<file path="config.mk">
export PLATFORM = sky130hd
export DESIGN_NAME = baseline_tracking_pulse_counter_top
export DESIGN_NICKNAME = d
export VERILOG_FILES = /design/src/hdl/btpc_pkg.sv /design/src/hdl/baseline_tracking_pulse_counter_top.sv
export VERILOG_INCLUDE_DIRS = /design/src /design/src/hdl
export SDC_FILE = /design/constraint.sdc
export NUM_CORES = 1
export LEC_CHECK = 0
export ABC_AREA = 1
export BUFFER_PORTS_ARGS = -buffer_cell sky130_fd_sc_hd__buf_2
export CAP_MARGIN = 40
export CORE_MARGIN = 2
export CORE_UTILIZATION = 40
export DETAILED_ROUTE_END_ITERATION = 12
export SLEW_MARGIN = 40
export SYNTH_ARGS = -nofsm -noshare
export SYNTH_HDL_FRONTEND = slang
export SYNTH_SLANG_ARGS = --single-unit
</file>
<file path="constraint.sdc">
create_clock -name clk -period 6.2 [get_ports clk]
set_input_delay 0.31 -clock clk [delete_from_list [all_inputs] [get_ports clk]]
set_output_delay 0.31 -clock clk [all_outputs]
set_load 0.005 [all_outputs]
</file>
<file path="src/hdl/baseline_tracking_pulse_counter_top_assert.svh">
// Assertion macros for the baseline tracking pulse counter.
`ifndef BASELINE_TRACKING_PULSE_COUNTER_TOP_ASSERT_SVH
`define BASELINE_TRACKING_PULSE_COUNTER_TOP_ASSERT_SVH

// Same-cycle implication, checked outside reset.
`define BTPC_ASSERT_NOW(lbl, ante, cons, msg) \
  lbl: assert property (@(posedge clk) disable iff (rst) (ante) |-> (cons)) \
    else $error(msg);

// Next-cycle implication, checked outside reset.
`define BTPC_ASSERT_NEXT(lbl, ante, cons, msg) \
  lbl: assert property (@(posedge clk) disable iff (rst) (ante) |=> (cons)) \
    else $error(msg);

`endif

</file>
<file path="src/hdl/btpc_pkg.sv">
// Package: widths, reset levels and register indexes of the pulse counter.
`timescale 1ns / 1ps
package btpc_pkg;

  localparam int LevelW  = 10;
  localparam int CeilW   = LevelW + 1;
  localparam int CountW  = 32;
  localparam int OffsetW = 8;
  localparam int MarginW = 6;
  localparam int StepW   = 4;
  localparam int DecayW  = 4;
  localparam int CfgIdxW = 3;
  localparam int CfgW    = 8;

  localparam logic [LevelW-1:0]  LEVEL_MAX   = 10'd1023;
  localparam logic [LevelW-1:0]  START_LEVEL = 10'd200;
  localparam logic [CeilW-1:0]   CEIL_RESET  = 11'd1023;

  localparam logic [OffsetW-1:0] OFFSET_RESET = 8'd40;
  localparam logic [MarginW-1:0] MARGIN_RESET = 6'd5;
  localparam logic [StepW-1:0]   STEP_RESET   = 4'd2;
  localparam logic [DecayW-1:0]  DECAY_RESET  = 4'd3;

  typedef enum logic [CfgIdxW-1:0] {
    REG_DIP_OFFSET       = 3'd0,
    REG_CEILING_MARGIN   = 3'd1,
    REG_CLIMB_STEP       = 3'd2,
    REG_DECAY_INTERVAL   = 3'd3,
    REG_BLINK_ENABLE     = 3'd4
  } cfg_reg_t;

endpackage

</file>
<file path="src/hdl/baseline_tracking_pulse_counter_top.sv">
// Baseline tracking pulse counter: sample smoothing, baseline, dip detection, counter.
`timescale 1ns / 1ps
// Takes one 10-bit sample per beat and returns one result per beat. Each beat
// works on the sample held from the previous beat (200 after reset): it averages
// it with the last smoothed level, moves the baseline, compares against
// baseline minus offset and bumps a wrapping 32-bit count when a dip starts.
// Throughput is one sample per clock while no result is stalled; the result
// is registered in the cycle after acceptance by the single register stage that
// holds both the tracking state and the result. A result waiting on a stalled
// output holds off input; a new sample is taken in the same cycle the pending
// result is taken, so back-to-back beats run at full rate. Register writes take
// effect at the next edge and must only be issued while no result is pending.
module baseline_tracking_pulse_counter_top
  import btpc_pkg::*;
(
  input  logic                      clk,
  input  logic                      rst,
  input  logic                      cfg_wr_en,
  input  logic [CfgIdxW-1:0]        cfg_index,
  input  logic [CfgW-1:0]           cfg_data,
  input  logic                      in_valid,
  output logic                      in_ready,
  input  logic [LevelW-1:0]         sample,
  output logic                      out_valid,
  input  logic                      out_ready,
  output logic [CountW-1:0]         bubble_total,
  output logic                      bubble_start,
  output logic                      bubble_end,
  output logic                      below_threshold,
  output logic                      flash_on,
  output logic                      flash_off,
  output logic                      flash_busy,
  output logic [LevelW-1:0]         smoothed_level,
  output logic [LevelW-1:0]         baseline_level,
  output logic signed [CeilW-1:0]   threshold_level
);

  // configuration
  logic [OffsetW-1:0] dip_offset;
  logic [MarginW-1:0] ceiling_margin;
  logic [StepW-1:0]   climb_step;
  logic [DecayW-1:0]  decay_interval;
  logic               blink_enable;

  // tracking state
  logic [LevelW-1:0]  held_sample;
  logic [LevelW-1:0]  smoothed, smoothed_next;
  logic [LevelW-1:0]  base, base_next;
  logic [CeilW-1:0]   ceiling, ceiling_next;
  logic [DecayW-1:0]  decay_count, decay_count_next;
  logic               in_dip, in_dip_next;
  logic [CountW-1:0]  dip_counter, dip_counter_next;
  logic               busy_flag, busy_flag_next;

  // per-beat result bits
  logic               start_next, end_next;
  logic signed [CeilW-1:0] thr_next;
  logic               start_q, end_q, flash_on_q, flash_off_q;
  logic signed [CeilW-1:0] threshold;

  logic [CeilW-1:0]   smooth_sum;
  logic [CeilW-1:0]   climb_sum;
  logic [DecayW-1:0]  decay_inc;
  logic               dip_hit;
  logic               in_fire;

  assign in_ready = !out_valid || out_ready;
  assign in_fire  = in_valid && in_ready;

  always_ff @(posedge clk) begin
    if (rst) begin
      dip_offset       <= OFFSET_RESET;
      ceiling_margin   <= MARGIN_RESET;
      climb_step       <= STEP_RESET;
      decay_interval   <= DECAY_RESET;
      blink_enable     <= 1'b0;
    end else if (cfg_wr_en) begin
      unique case (cfg_index)
        REG_DIP_OFFSET:       dip_offset       <= cfg_data[OffsetW-1:0];
        REG_CEILING_MARGIN:   ceiling_margin   <= cfg_data[MarginW-1:0];
        REG_CLIMB_STEP:       climb_step       <= cfg_data[StepW-1:0];
        REG_DECAY_INTERVAL:   decay_interval   <= cfg_data[DecayW-1:0];
        REG_BLINK_ENABLE:     blink_enable     <= cfg_data[0];
        default: ;
      endcase
    end
  end

  always_comb begin
    smooth_sum       = {1'b0, smoothed} + {1'b0, held_sample};
    smoothed_next    = smooth_sum[CeilW-1:1];
    climb_sum        = {1'b0, base} + {{(CeilW-StepW){1'b0}}, climb_step};
    decay_inc        = decay_count + 1'b1;
    base_next        = base;
    ceiling_next     = ceiling;
    decay_count_next = decay_count;

    if (smoothed_next >= base) begin
      if ({1'b0, smoothed_next} > ceiling) begin
        // suspect rise: climb by the configured step, saturating at full scale
        base_next = (climb_sum > {1'b0, LEVEL_MAX}) ? LEVEL_MAX : climb_sum[LevelW-1:0];
      end else begin
        base_next        = smoothed_next;
        decay_count_next = '0;
      end
      ceiling_next = {1'b0, base_next} + {{(CeilW-MarginW){1'b0}}, ceiling_margin};
    end else begin
      if (decay_inc >= decay_interval) begin
        decay_count_next = '0;
        base_next        = base - 1'b1;
      end else begin
        decay_count_next = decay_inc;
      end
    end

    thr_next = $signed({1'b0, base_next} - {{(CeilW-OffsetW){1'b0}}, dip_offset});
    dip_hit  = $signed({1'b0, smoothed_next}) <= thr_next;

    start_next       = 1'b0;
    end_next         = 1'b0;
    in_dip_next      = in_dip;
    busy_flag_next   = busy_flag;
    dip_counter_next = dip_counter;
    if (dip_hit && !in_dip) begin
      start_next       = 1'b1;
      in_dip_next      = 1'b1;
      busy_flag_next   = busy_flag || blink_enable;
      dip_counter_next = dip_counter + 1'b1;
    end else if (!dip_hit && in_dip) begin
      end_next       = 1'b1;
      in_dip_next    = 1'b0;
      busy_flag_next = 1'b0;
    end
  end

  // state and result move together on each accepted beat
  always_ff @(posedge clk) begin
    if (rst) begin
      held_sample <= START_LEVEL;
      smoothed    <= START_LEVEL;
      base        <= START_LEVEL;
      ceiling     <= CEIL_RESET;
      decay_count <= '0;
      in_dip      <= 1'b0;
      dip_counter <= '0;
      busy_flag   <= 1'b0;
      out_valid   <= 1'b0;
    end else begin
      if (in_fire) begin
        held_sample <= sample;
        smoothed    <= smoothed_next;
        base        <= base_next;
        ceiling     <= ceiling_next;
        decay_count <= decay_count_next;
        in_dip      <= in_dip_next;
        dip_counter <= dip_counter_next;
        busy_flag   <= busy_flag_next;
        out_valid   <= 1'b1;
      end else if (out_ready) begin
        out_valid <= 1'b0;
      end
    end
  end

  always_ff @(posedge clk) begin
    if (in_fire) begin
      start_q     <= start_next;
      end_q       <= end_next;
      flash_on_q  <= start_next && blink_enable;
      flash_off_q <= end_next && blink_enable;
      threshold   <= thr_next;
    end
  end

  assign bubble_total    = dip_counter;
  assign bubble_start    = start_q;
  assign bubble_end      = end_q;
  assign below_threshold = in_dip;
  assign flash_on        = flash_on_q;
  assign flash_off       = flash_off_q;
  assign flash_busy      = busy_flag;
  assign smoothed_level  = smoothed;
  assign baseline_level  = base;
  assign threshold_level = threshold;

`include "baseline_tracking_pulse_counter_top_assert.svh"

  `BTPC_ASSERT_NEXT(a_count_step, in_fire && start_next,
    bubble_total == $past(bubble_total) + 1'b1, "bubble count did not advance on a start")
  `BTPC_ASSERT_NEXT(a_count_hold, in_fire && !start_next,
    bubble_total == $past(bubble_total), "bubble count moved without a start")
  `BTPC_ASSERT_NOW(a_start_end_excl, out_valid,
    !(bubble_start && bubble_end), "dip start and end in the same beat")
  `BTPC_ASSERT_NOW(a_start_in_dip, out_valid && bubble_start,
    below_threshold, "dip start without dip state")
  `BTPC_ASSERT_NOW(a_busy_needs_dip, flash_busy,
    below_threshold, "flash busy outside a dip")

endmodule
</file>
# ---- Word level (Yosys, flattened, before mapping)
# Cells that the tools add are included.
dict set report classes {
  add_sub_neg 7
  n_eq_ne 5
  order_cmp 5
  n_reduce_logical 22
  n_mux 16
}
# operator count
set ops {}
lappend ops {{$mux W10} 5}
lappend ops {{$add A32 B1 Y32 const B} 1}
lappend ops {{$reduce_and A2 Y1} 9}
lappend ops {{$mux W4} 3}
lappend ops {{$add A10 B10 Y11} 1}
lappend ops {{$add A10 B4 Y11} 1}
lappend ops {{$add A10 B6 Y11} 1}
lappend ops {{$gt A10 B11 Y1} 1}
lappend ops {{$gt A11 B10 Y1 const B} 1}
lappend ops {{$le A11 B11 Y1} 1}
lappend ops {{$sub A10 B8 Y11} 1}
lappend ops {{$ge A10 B10 Y1} 1}
lappend ops {{$sub A10 B1 Y10 const B} 1}
lappend ops {{$mux W1} 8}
lappend ops {{$eq A3 B2 Y1 const B} 2}
lappend ops {{$logic_and A1 B1 Y1} 5}
lappend ops {{$add A4 B1 Y4 const B} 1}
lappend ops {{$ge A4 B4 Y1} 1}
lappend ops {{$reduce_bool A2 Y1} 2}
lappend ops {{$eq A3 B1 Y1 const B} 1}
lappend ops {{$eq A3 B3 Y1 const B} 1}
lappend ops {{$logic_not A1 Y1} 3}
lappend ops {{$logic_not A3 Y1} 1}
lappend ops {{$logic_or A1 B1 Y1} 2}
lappend ops {{$ne A2 B2 Y1 const B} 1}
dict set report word_totals {
  ff_bits 118
  elab_cells 74
  input_bits 26
  out_inout_bits 71
}

# ---- Longest topological paths before layout
# Gate-level depths: netlist of the first run.
dict set report logic_depth {
  ltp_word 13
  ltp_mapped 54
  ltp_nobuf 53
}

# ---- Worst setup path after synthesis of the first run
# Ideal clock, no wire load.
dict set report synth_path {
  path_type {reg-to-reg}
  from {register smoothed[0], in the netlist smoothed_level[0]}
  to {register dip_counter[27], in the netlist bubble_total[27]}
  arrival_ps 6110
  slack_ps -38
  stages_incl_launch_ff 51
  required_ps 6072
  path_cell_list {dfxtp_1 nand2_1 inv_1 fa_1 nand3_1 nand2_1 nand2_1 nand2_1 a21oi_1 xor2_1 inv_1 ha_1 nand2_1 inv_1 nand2_1 nor2_2 nand2_1 nand3_2 (+15 left out) o21a_1 a21boi_0 nand3_1 nand3_1 nand2_1 nand2_1 a21oi_1 ha_1 inv_1 nor2_8 nand2_4 nor2_4 nand4_4 nor2_4 nand2_1 nor2_2 xor2_1 nor2_1}
}
dict set report synth_between {
  elab_chain_cells 9
  word_cells_on_any_way 10
  cone_classes {2 x add/sub; 3 x order compare; 3 x mux; 2 x reduce/logical}
}
# item line
set synth_lines {}
lappend synth_lines {{from (decl)} baseline_tracking_pulse_counter_top.sv:47} ;# logic [LevelW-1:0] smoothed, smoothed_next;
lappend synth_lines {{from (signal assigned)} baseline_tracking_pulse_counter_top.sv:151} ;# smoothed <= smoothed_next;
lappend synth_lines {{$add A10 B10 Y11 *} baseline_tracking_pulse_counter_top.sv:90} ;# smooth_sum = {1'b0, smoothed} + {1'b0, held_sample};
lappend synth_lines {{named net smooth_sum[6]} baseline_tracking_pulse_counter_top.sv:61} ;# logic [CeilW-1:0] smooth_sum;
lappend synth_lines {{$gt A10 B11 Y1} baseline_tracking_pulse_counter_top.sv:99} ;# if ({1'b0, smoothed_next} > ceiling) begin
lappend synth_lines {{$mux W10} baseline_tracking_pulse_counter_top.sv:99}
lappend synth_lines {{$mux W10 (2 in series)} baseline_tracking_pulse_counter_top.sv:98} ;# if (smoothed_next >= base) begin
lappend synth_lines {{$sub A10 B8 Y11} baseline_tracking_pulse_counter_top.sv:116} ;# thr_next = $signed({1'b0, base_next} - {{(CeilW-OffsetW){1'b0}}, dip_offset});
lappend synth_lines {{$le A11 B11 Y1 *} baseline_tracking_pulse_counter_top.sv:117} ;# dip_hit = $signed({1'b0, smoothed_next}) <= thr_next;
lappend synth_lines {{$logic_and A1 B1 Y1 *} baseline_tracking_pulse_counter_top.sv:124} ;# if (dip_hit && !in_dip) begin
lappend synth_lines {{$reduce_and A2 Y1 (no source line) *} n/a}
lappend synth_lines {{to (signal assigned)} baseline_tracking_pulse_counter_top.sv:156} ;# dip_counter <= dip_counter_next;
lappend synth_lines {{to (decl)} baseline_tracking_pulse_counter_top.sv:52} ;# logic [CountW-1:0] dip_counter, dip_counter_next;
# Mark *: on every way through the listed nets, which the timed path passes. The rest lies on a longest branch. The select of a mux whose other input is x is not followed.
# A chain may end at the register's enable or synchronous reset.

# ---- Worst setup path after layout of the first run
dict set report layout_path {
  from {register held_sample[6]}
  to {register dip_counter[17], in the netlist bubble_total[17]}
}
dict set report layout_between {
  elab_chain_cells 9
  word_cells_on_any_way 10
  cone_classes {2 x add/sub; 3 x order compare; 3 x mux; 2 x reduce/logical}
}
# item line
set layout_lines {}
lappend layout_lines {{from (decl)} baseline_tracking_pulse_counter_top.sv:46} ;# logic [LevelW-1:0] held_sample;
lappend layout_lines {{from (signal assigned)} baseline_tracking_pulse_counter_top.sv:150} ;# held_sample <= sample;
lappend layout_lines {{$add A10 B10 Y11 *} baseline_tracking_pulse_counter_top.sv:90}
lappend layout_lines {{named net smooth_sum[9]} baseline_tracking_pulse_counter_top.sv:61}
lappend layout_lines {{$gt A10 B11 Y1} baseline_tracking_pulse_counter_top.sv:99}
lappend layout_lines {{$mux W10} baseline_tracking_pulse_counter_top.sv:99}
lappend layout_lines {{$mux W10} baseline_tracking_pulse_counter_top.sv:98}
lappend layout_lines {{$mux W10 *} baseline_tracking_pulse_counter_top.sv:98}
lappend layout_lines {{named net base_next[1]} baseline_tracking_pulse_counter_top.sv:48} ;# logic [LevelW-1:0] base, base_next;
lappend layout_lines {{$sub A10 B8 Y11 *} baseline_tracking_pulse_counter_top.sv:116}
lappend layout_lines {{$le A11 B11 Y1 *} baseline_tracking_pulse_counter_top.sv:117}
lappend layout_lines {{$logic_and A1 B1 Y1 *} baseline_tracking_pulse_counter_top.sv:124}
lappend layout_lines {{$reduce_and A2 Y1 (no source line) *} n/a}
# Marked as above.

==> results of run 1 <==
final cells by class:
class	count	area, um2	area share
Clock inverter	9	56.30	0.005295
Tap cell	265	331.6	0.03118
Inverter	167	643.1	0.06048
Sequential cell	118	2515	0.2365
Multi-Input combinational cell	773	4966	0.4671
Clock buffer	21	460.4	0.04330
Antenna cell	1	2.502	0.0002353
Timing Repair Buffer	248	1658	0.1559
through the flow:
stage	hold slack, ps	worst slack (ps)	instance area [um2]	utilization
after floorplan	423.2	49.36	7796	-
after global placement	453.2	-355.6	9323	0.4838
after detailed placement	457.9	-485.7	9328	0.4840
after CTS	76.16	-176.2	10240	0.5314
after global routing	88.36	-589.8	10630	0.5516
final	87.82	-168.2	10630	0.5517
where the power goes:
group	switching, uW	internal (uW)	leakage, uW	total, uW
sequential	55.5	913	0.000991	968
clock	367	523	0.000259	890
combinational	1450	1280	0.00399	2730
total	1870	2720	0.00524	4590
worst min-delay path: cells and delay by family:
family	cells	cell delay [ps]
and+or+nand+nor	2	90
buffers and inverters	1	80
routing by layer:
layer	global-route usage	vias up	wire, um
met5	0	-	0
met4	0.06914	0	466
met3	0.05332	32	1022
met2	0.3757	160	10780
met1	0.2897	3571	10710
li1	-	4021	-
cells in the mapped netlist (4+ instances only):
| library cell | number |
|---|---|
| o21bai_1 | 4 |
| o21ai_2 | 11 |
| nand2_2 | 6 |
| ha_1 | 65 |
| fa_1 | 4 |
| o21ai_0 | 63 |
| xnor2_1 | 9 |
| dfxtp_1 | 103 |
| buf_1 | 4 |
| clkbuf_1 | 14 |
| nand3_1 | 50 |
| a21oi_1 | 82 |
| nor4_1 | 4 |
| o211ai_1 | 12 |
| o21ai_1 | 4 |
| edfxtp_1 | 15 |
| nand2_1 | 243 |
| nor3_1 | 11 |
| xor2_1 | 29 |
| nand4_1 | 20 |
| nor2_2 | 8 |
| nand2_4 | 6 |
| inv_2 | 5 |
| inv_1 | 161 |
| buf_4 | 4 |
| nor2_1 | 101 |
| nor2_4 | 6 |
final timing paths:
path                                             startpoint                       endpoint  slack (ps)
worst max register to register  held_sample[6]$_SDFFE_PP1P_  bubble_total[17]$_SDFFE_PP0P_        -170
worst min-delay path                              sample[3]    held_sample[3]$_SDFFE_PP1P_          90
worst min register to register  held_sample[7]$_SDFFE_PP1P_    held_sample[7]$_SDFFE_PP1P_         470
worst max-delay path            held_sample[6]$_SDFFE_PP1P_  bubble_total[17]$_SDFFE_PP0P_        -170
kinds of logic (layout without fill, tap and decap cells):
| group | count (synthesis) | after routing |
|---|---|---|
| AO/OA/AOI/OAI | 190 | 190 |
| XOR/XNOR | 38 | 38 |
| adder cells (fa/ha/maj) | 69 | 69 |
| buffers and inverters | 194 | 445 |
| flip-flops | 118 | 118 |
| multiplexers | 2 | 2 |
| other | 0 | 1 |
| AND/OR/NAND/NOR | 474 | 474 |
flip-flops by register name (all words and copies together) (netlist names), 4 cells and up:
name             flops
smoothed_level      10
baseline_level      10
held_sample         10
ceiling_margin       6
climb_step           4
ceiling             11
decay_interval       4
dip_offset           8
bubble_total        32
decay_count          4
threshold_level     11
layout by cell type (no fill, tap or decap), drive strengths merged, types with 14 or more instances in the layout:
master,instances
nand3,55
buf,248
ha,65
nor3,14
o21ai,78
nor2,116
dfxtp,103
xor2,29
a21oi,83
clkbuf,21
nand4,23
edfxtp,15
nand2,255
inv,166
what timing repair did:
action                     in CTS  in global routing
pin swaps                      49                 62
setup endpoints to repair      29                 34
resized for setup              53                 68
setup buffers                  23                 15
hold endpoints to repair        0                  0
hold buffers                    0                  0
==> impl_metrics.py, run 1 <==
metrics = {
    "outcome": {
        "outcome": "complete, but fails checks",
        "violations": "negative setup slack",
    },
    "yosys": {
        "synth_seq_cells": 118,
        "synth_xor_area_frac": 0.04269,
        "synth_top_cells_by_area": "dfxtp_1 (26%), nand2_1 (12%), ha_1 (10%)",
        "synth_fa_ha_area_frac": 0.1146,
        "synth_compound_area_frac": 0.1382,
        "synth-simple-area-share": 0.2804,
        "ys_seq_area_frac": 0.3223,
        "yosysUniqueCellTypes": 53,
        "avgSynthCellArea_um2": 7.185,
        "synth_area_um2": 7796,
        "synth_nets": 1180,
        "ys_warn_count": 0,
        "synth.top_cell.area_share": 0.2645,
        "synth_top_family_by_area": "simple AND/OR/NAND/NOR gates",
        "synthFlopType": "dfxtp_1",
        "synth_area_leader_cell": "dfxtp_1",
        "synth-edff-count": 15,
        "syn_inst": 1085,
        "yosys-mux-area-fraction": 0.003049,
        "synthArstFlopShare": 0,
    },
    "critical_path": {
        "r2r_cells": 46,
        "startpoint_type": "flop",
        "path_depth": 46,
        "critPathArrivalTime_ps": 6650,
        "cp_num_buf_inv": 10,
        "critPathMaxStageDelay_ps": 360,
        "slowest_stage": "ha_1",
        "cp_top_family": "simple AND/OR/NAND/NOR gates",
        "crit_type": "flop to flop",
        "cp-end-kind": "flop",
        "worstPathRequired_ps": 6490,
        "path_max_fanout": 5,
        "path_common_cell": "buf_4",
    },
    "clocking": {
        "clockBufferDepth": 2,
        "cts_tree": "yes",
        "cts.sinks": 118,
        "insertion_delay_ps": 440,
        "h-tree-depth": 4,
        "cts_made_buffers": 17,
        "cts_root_buf": "clkbuf_16",
        "clk_pin_slew_ps": 60,
    },
    "sta": {
        "slew-limit-headroom": 0.5758,
        "tightest_slew_ps": 636.3,
        "finalSetupTns_ps": -1122,
        "rsz0062_at_grt": "true",
        "setup_viol": 13,
        "setup_slack_ps": -168.2,
        "layout_min_cycle_time_ps": 6368,
        "final-hold-violation-count": 0,
        "slew_viol_final": 0,
        "fmax_mhz": 157.0,
        "fin_crit_sh": 1.027,
        "skew_ps": 16.00,
    },
    "global_routing": {
        "grt_overflow": 0,
        "grt_max_degree": 63,
        "grt_pass1_wl_um": 35890,
        "grt_antenna_before_repair": 1,
        "grt_pass1_vias": 7114,
        "grt_usage": 0.2256,
    },
    "route": {
        "drtAntennaViolNets": 0,
        "first_pass_iters": 5,
        "drc": 0,
        "drt_iter0_markers": 406,
        "wl_um": 22980,
        "wl_per_cell_um": 14.35,
        "via_per_inst": 4.859,
        "num_vias": 7784,
    },
    "floorplanning": {
        "start_util": 0.4046,
        "io_pins": 97,
        "dieArea_um2": 20620,
        "chipHeight_um": 143.6,
        "row_count": 51,
        "coreArea_um2": 19270,
        "die_w_um": 143.6,
    },
    "worst_hold_path": {
        "whs_path_depth": 3,
        "hold_path.class": "primary input to flop",
    },
    "layout": {
        "final_cells": 1602,
        "fillerInstances": 1901,
        "syn_to_final_growth_pct": 36.38,
        "layout.nets": 1420,
        "final_layout_size_suffix_gt1_frac": 0.3121,
    },
    "placement": {
        "hpwl_um": 16940,
        "port_buffers": 96,
        "routabilityCongestion": 0.8660,
        "dpl.cell_count": 1533,
    },
    "flow_run": {
        "cap_violations": 0,
    },
    "power_and_ir_drop": {
        "peakVddDrop_uv": 271.0,
        "p_per_area_nw_per_um2": 431.5,
        "total_power_uw": 4588,
        "power_leakage_uw": 0.005244,
    },
}
No activity file was read; power rests on OpenSTA's default activity.
==> inputs of run 2 (changes only) <==
- GPL_TIMING_DRIVEN: unset -> 0
==> impl_metrics.py, run 2 (synthesized netlist as in run 1, its figures left out) <==
metrics = {
    "layout": {
        "fillerInstances": 1883,
        "final_layout_size_suffix_gt1_frac": 0.2545,
        "final_common_cell": "nand2_1",
        "final_cells": 1539,
        "fin_util": 0.5249,
        "largest_reg_flops": 32,
        "syn_to_final_growth_pct": 29.74,
        "layout.cells.most_common_list": "nand2_1 (227), inv_1 (152), buf_2 (100)",
        "layout.nets": 1355,
    },
    "floorplanning": {
        "chipHeight_um": 143.6,
        "io_pins": 97,
        "start_util": 0.4046,
        "dieArea_um2": 20620,
        "row_count": 51,
        "die_w_um": 143.6,
        "coreArea_um2": 19270,
    },
    "worst_hold_path": {
        "hold_start": "sample[6]",
        "min_to": "held_sample[6]$_SDFFE_PP1P_",
        "whs_path_depth": 3,
        "hold_path.class": "primary input to flop",
    },
    "critical_path": {
        "r2r_start": "smoothed_level[1]$_SDFFE_PP0P_",
        "slowest_stage": "fa_2",
        "startpoint_type": "flop",
        "r2r_setup_slack_ps": -420,
        "critPathArrivalTime_ps": 6940,
        "cp-end-kind": "flop",
        "r2r_cells": 46,
        "path_common_cell": "nand2_2",
        "critPathMaxStageDelay_ps": 410,
        "crit_type": "flop to flop",
        "path_max_fanout": 4,
        "worstPathRequired_ps": 6520,
        "worstReg2RegEnd": "bubble_total[25]$_SDFFE_PP0P_",
    },
    "outcome": {
        "violations": "negative setup slack",
        "outcome": "complete, but fails checks",
    },
    "sta": {
        "setup_viol": 27,
        "skew_ps": 10.71,
        "fin_crit_sh": 1.068,
        "layout_min_cycle_time_ps": 6624,
        "final-hold-violation-count": 0,
        "setup_slack_ps": -423.7,
        "tightest_slew_ps": 796.2,
        "rsz0062_at_grt": "true",
        "slew-limit-headroom": 0.4692,
        "fmax_mhz": 151.0,
        "slew_viol_final": 0,
    },
    "placement": {
        "routabilityCongestion": 0.9099,
        "dpl.cell_count": 1445,
        "port_buffers": 95,
        "hpwl_um": 18000,
    },
    "route": {
        "drc": 0,
        "drt_iter0_markers": 577,
        "num_vias": 7730,
        "via_per_inst": 5.023,
        "wl_um": 24580,
        "drtAntennaViolNets": 0,
        "wl_per_cell_um": 15.97,
        "first_pass_iters": 7,
    },
    "clocking": {
        "cts_tree": "yes",
        "clockBufferDepth": 2,
        "cts_made_buffers": 17,
        "insertion_delay_ps": 430,
        "clk_pin_slew_ps": 60,
        "h-tree-depth": 4,
        "cts.sinks": 118,
        "cts_root_buf": "clkbuf_16",
    },
    "global_routing": {
        "grt_usage": 0.2372,
        "grt_antenna_before_repair": 1,
        "grt_pass1_vias": 7148,
        "grt_pass1_wl_um": 37090,
        "grt_max_degree": 25,
        "grt_overflow": 0,
    },
    "power_and_ir_drop": {
        "power_leakage_uw": 0.004901,
        "p_per_area_nw_per_um2": 424.1,
        "peakVddDrop_uv": 227.7,
    },
    "flow_run": {
        "cap_violations": 0,
    },
}
## run 2: cell count changes in the layout (fill, tap and decap cells not counted), sizes merged
cell	delta
bufinv	+1
clkinv	-5
buf	-78
clkinvlp	-1
clkbuf	+14
inv	+6
## run 2: layer usage
| layer | up-vias | global-route usage | wire length, um |
|---|---|---|---|
| li1 | 3896 | - | - |
| met1 | 3544 | 0.3087 | 10970 |
| met2 | 234 | 0.3799 | 11260 |
| met3 | 56 | 0.04832 | 1467 |
| met4 | 0 | 0.1058 | 880 |
| met5 | - | 0 | 0 |
## run 2: worst max-delay path by stage
stage                               endpoint  slack (ps)                            from
6_report       bubble_total[25]$_SDFFE_PP0P_        -420  smoothed_level[1]$_SDFFE_PP0P_
5_1_grt        bubble_total[29]$_SDFFE_PP0P_        -760     held_sample[0]$_SDFFE_PP0P_
4_1_cts        bubble_total[29]$_SDFFE_PP0P_        -430     held_sample[0]$_SDFFE_PP0P_
3_5_place_dp   bubble_total[29]$_SDFFE_PP0P_       -1430  smoothed_level[0]$_SDFFE_PP0P_
3_3_place_gp   bubble_total[27]$_SDFFE_PP0P_       -1390  smoothed_level[0]$_SDFFE_PP0P_
2_1_floorplan  bubble_total[27]$_SDFFE_PP0P_          50  smoothed_level[0]$_SDFFE_PP0P_
## run 2: what timing repair did
action / in CTS / in global routing
pin swaps: 42 / 40
setup buffers: 41 / 20
hold buffers: 0 / 0
cloned: 1 / 0
gates resized for setup: 64 / 50
setup endpoints to repair: 38 / 36
## run 2: stage by stage
step	hold WS (ps)	TNS (ps)	worst slack (ps)	area [um2]	power (uW)
detailed placement	456.7	-39630	-1428	8606	2762
global placement	454.2	-38800	-1388	8603	2745
finish	85.97	-5589	-423.7	10110	4290
global route	94.18	-16380	-762.1	10110	4573
floorplan	423.2	0	49.36	7796	2266
CTS	77.70	-7240	-430.0	9773	4045
## run 2: final cells by class
class / count / area, um2 / share of cell area
inverters: 167 / 636.9 / 0.06296
plain buffers: 27 / 161.4 / 0.01596
diodes: 1 / 2.502 / 0.0002474
multi-input cells: 773 / 4912 / 0.4857
well taps: 265 / 331.6 / 0.03278
clock inverters: 10 / 88.84 / 0.008783
flip-flops and latches: 118 / 2517 / 0.2489
clock buffers: 22 / 495.5 / 0.04899
repair buffers: 156 / 968.4 / 0.09574
## run 2: power by group
group          internal (uW)  switching (uW)
logic                    971            1350
clock network            608             380
registers                913            66.8
## run 2: worst max-delay path, delay by kind of cell, from the launching register on
family	cells	cell delay, ps
and+or+nand+nor	20	1950
adders and majority gates	6	1720
AOI/OAI and AO/OA	10	1230
buffers and inverters	7	590
xor gates and xnor gates	2	500
DFF	1	360
muxes	1	110
==> inputs of run 3 (changes only) <==
--- a/config.mk
+++ b/config.mk
@@ -9,3 +9,3 @@
 export ABC_AREA = 1
-export BUFFER_PORTS_ARGS = -buffer_cell sky130_fd_sc_hd__buf_2
+export BUFFER_PORTS_ARGS = -buffer_cell sky130_fd_sc_hd__buf_4
 export CAP_MARGIN = 40
--- a/constraint.sdc
+++ b/constraint.sdc
@@ -3,2 +3,2 @@
 set_output_delay 0.31 -clock clk [all_outputs]
-set_load 0.005 [all_outputs]
+set_load 0.05 [all_outputs]
==> impl_metrics.py, run 3 (synthesized netlist as in run 1, its figures left out) <==
metrics = {
    "outcome": {
        "outcome": "complete, but fails checks",
        "violations": "negative setup slack",
    },
    "clocking": {
        "insertion_delay_ps": 430,
        "ctsHoldBuffers": 0,
        "cts_made_buffers": 17,
        "h-tree-depth": 4,
        "cts.sinks": 118,
        "clk_pin_slew_ps": 60,
        "clockBufferDepth": 2,
        "cts_root_buf": "clkbuf_16",
        "cts_tree": "yes",
    },
    "sta": {
        "skew_ps": 11.32,
        "setup_slack_ps": -287.2,
        "slew_viol_final": 0,
        "final-hold-violation-count": 0,
        "setup_viol": 18,
        "fmax_mhz": 154.2,
        "rsz0062_at_grt": "true",
        "slew-limit-headroom": 0.4368,
        "layout_min_cycle_time_ps": 6487,
        "tightest_slew_ps": 844.8,
        "fin_crit_sh": 1.046,
    },
    "placement": {
        "port_buffers": 95,
        "postPlaceCellArea_um2": 8892,
        "routabilityCongestion": 0.8886,
        "dpl.cell_count": 1446,
        "hpwl_um": 17330,
    },
    "power_and_ir_drop": {
        "p_per_area_nw_per_um2": 454.9,
        "internal-power_uw": 2754,
        "power_leakage_uw": 0.005038,
        "pwr-share-seq": 0.202,
        "comb_power_share": 0.587,
        "switching_share": 0.4370,
        "p_sw_uw": 2138,
        "peakVddDrop_uv": 256.0,
        "clockPowerShare": 0.211,
    },
    "layout": {
        "largest_reg_flops": 32,
        "final_layout_size_suffix_gt1_frac": 0.2974,
        "final_common_cell": "nand2_1",
        "layout.cells.most_common_list": "nand2_1 (219), buf_4 (158), inv_1 (149)",
        "diodes": 0,
        "layout.nets": 1363,
        "final_cells": 1546,
        "syn_to_final_growth_pct": 37.92,
        "fin_area_um2": 10750,
    },
    "global_routing": {
        "grt_overflow": 0,
        "grt_max_degree": 18,
        "grt_pass1_vias": 7129,
        "grt_use_met3": 0.03232,
        "grt_usage": 0.2327,
        "grt.met2_usage": 0.3860,
        "busiest_layer": "met2",
        "grt_pass1_wl_um": 37030,
        "grt_antenna_before_repair": 1,
        "met1_usage": 0.3121,
    },
    "critical_path": {
        "crit_type": "flop to flop",
        "path_max_fanout": 4,
        "worstPathRequired_ps": 6520,
        "startpoint": "smoothed_level[0]$_SDFFE_PP0P_",
        "slowest_stage": "fa_2",
        "critPathArrivalTime_ps": 6800,
        "critPathMaxStageDelay_ps": 350,
        "r2r_setup_slack_ps": -290,
        "startpoint_type": "flop",
        "r2r_start": "smoothed_level[0]$_SDFFE_PP0P_",
        "cp-end-kind": "flop",
        "path_common_cell": "nand2_2",
    },
    "floorplanning": {
        "coreArea_um2": 19270,
        "row_count": 51,
        "chipHeight_um": 143.6,
        "dieArea_um2": 20620,
        "io_pins": 97,
        "start_util": 0.4046,
        "die_w_um": 143.6,
    },
    "route": {
        "num_vias": 7715,
        "wl_um": 24000,
        "via_per_inst": 4.990,
        "drtAntennaViolNets": 0,
        "drt_iter0_markers": 504,
        "wl_per_cell_um": 15.53,
        "drc": 0,
        "first_pass_iters": 5,
    },
    "flow_run": {
        "cap_violations": 0,
    },
    "worst_hold_path": {
        "hold_start": "sample[7]",
        "hold_path.class": "primary input to flop",
    },
}
## run 3: cell count changes in the layout (fill, tap and decap cells not counted), sizes merged
cell,change
buf,+8
clkbuf,-2
bufinv,+1
clkinv,+1
clkinvlp,+1
diode,-1
inv,-1
## run 3: critical path, delay by kind of cell (launching register included)
family                     cells  cell delay [ps]
and+or+nand+nor               30             2930
adders and majority gates      5             1420
buffers and inverters          9              710
AOI/OAI and AO/OA              3              580
DFF                            1              340
xor gates and xnor gates       2              340
## run 3: layout make-up
type	count	area, um2
Fill cell	1789	8518
Multi-Input combinational cell	773	5182
Sequential cell	118	2526
Timing Repair Buffer	164	1297
Inverter	167	639.4
Clock buffer	20	478.0
Tap cell	265	331.6
Buffer	27	158.9
Clock inverter	12	138.9
## run 3: per-layer routing
| layer | vias up | wire length, um |
|---|---|---|
| met4 | 0 | 403 |
| met2 | 217 | 11790 |
| met5 | - | 0 |
| met1 | 3566 | 10610 |
| met3 | 30 | 1205 |
| li1 | 3902 | - |
## run 3: worst paths after layout
path,endpoint,cells past startpoint
max reg2reg,bubble_total[29]$_SDFFE_PP0P_,49
max,bubble_total[29]$_SDFFE_PP0P_,49
min,held_sample[7]$_SDFFE_PP1P_,3
min reg2reg,decay_interval[3]$_SDFFE_PP0P_,2
## run 3: what timing repair did
| action | 4_1_cts | 5_1_grt |
|---|---|---|
| endpoints found under the setup margin | 36 | 38 |
| gates cloned | 1 | 0 |
| pin swaps | 36 | 58 |
| buffers inserted | 48 | 25 |
| resized for setup | 69 | 97 |
## run 3: power groups by stage
stage | logic (uW) | clock network, uW | registers (uW)
5_1_grt | 3110 | 1080 | 997
2_1_floorplan | 1290 | 0 | 1210
4_1_cts | 2430 | 1040 | 982
6_report | 2870 | 1030 | 986
3_5_place_dp | 2020 | 0 | 997
3_3_place_gp | 2000 | 0 | 996
## run 3: stage by stage
step	TNS (ps)	utilization	worst slack, ps	hold slack (ps)	power [uW]
final	-2962	0.5580	-287.2	85.39	4892
after global routing	-13540	0.5580	-671.5	95.23	5183
after CTS	-7549	0.5269	-414.1	81.80	4459
after detailed placement	-33250	0.4614	-1258	455.7	3020
after global placement	-31460	0.4599	-1221	452.8	2999
after floorplan	0	-	14.39	423.2	2505
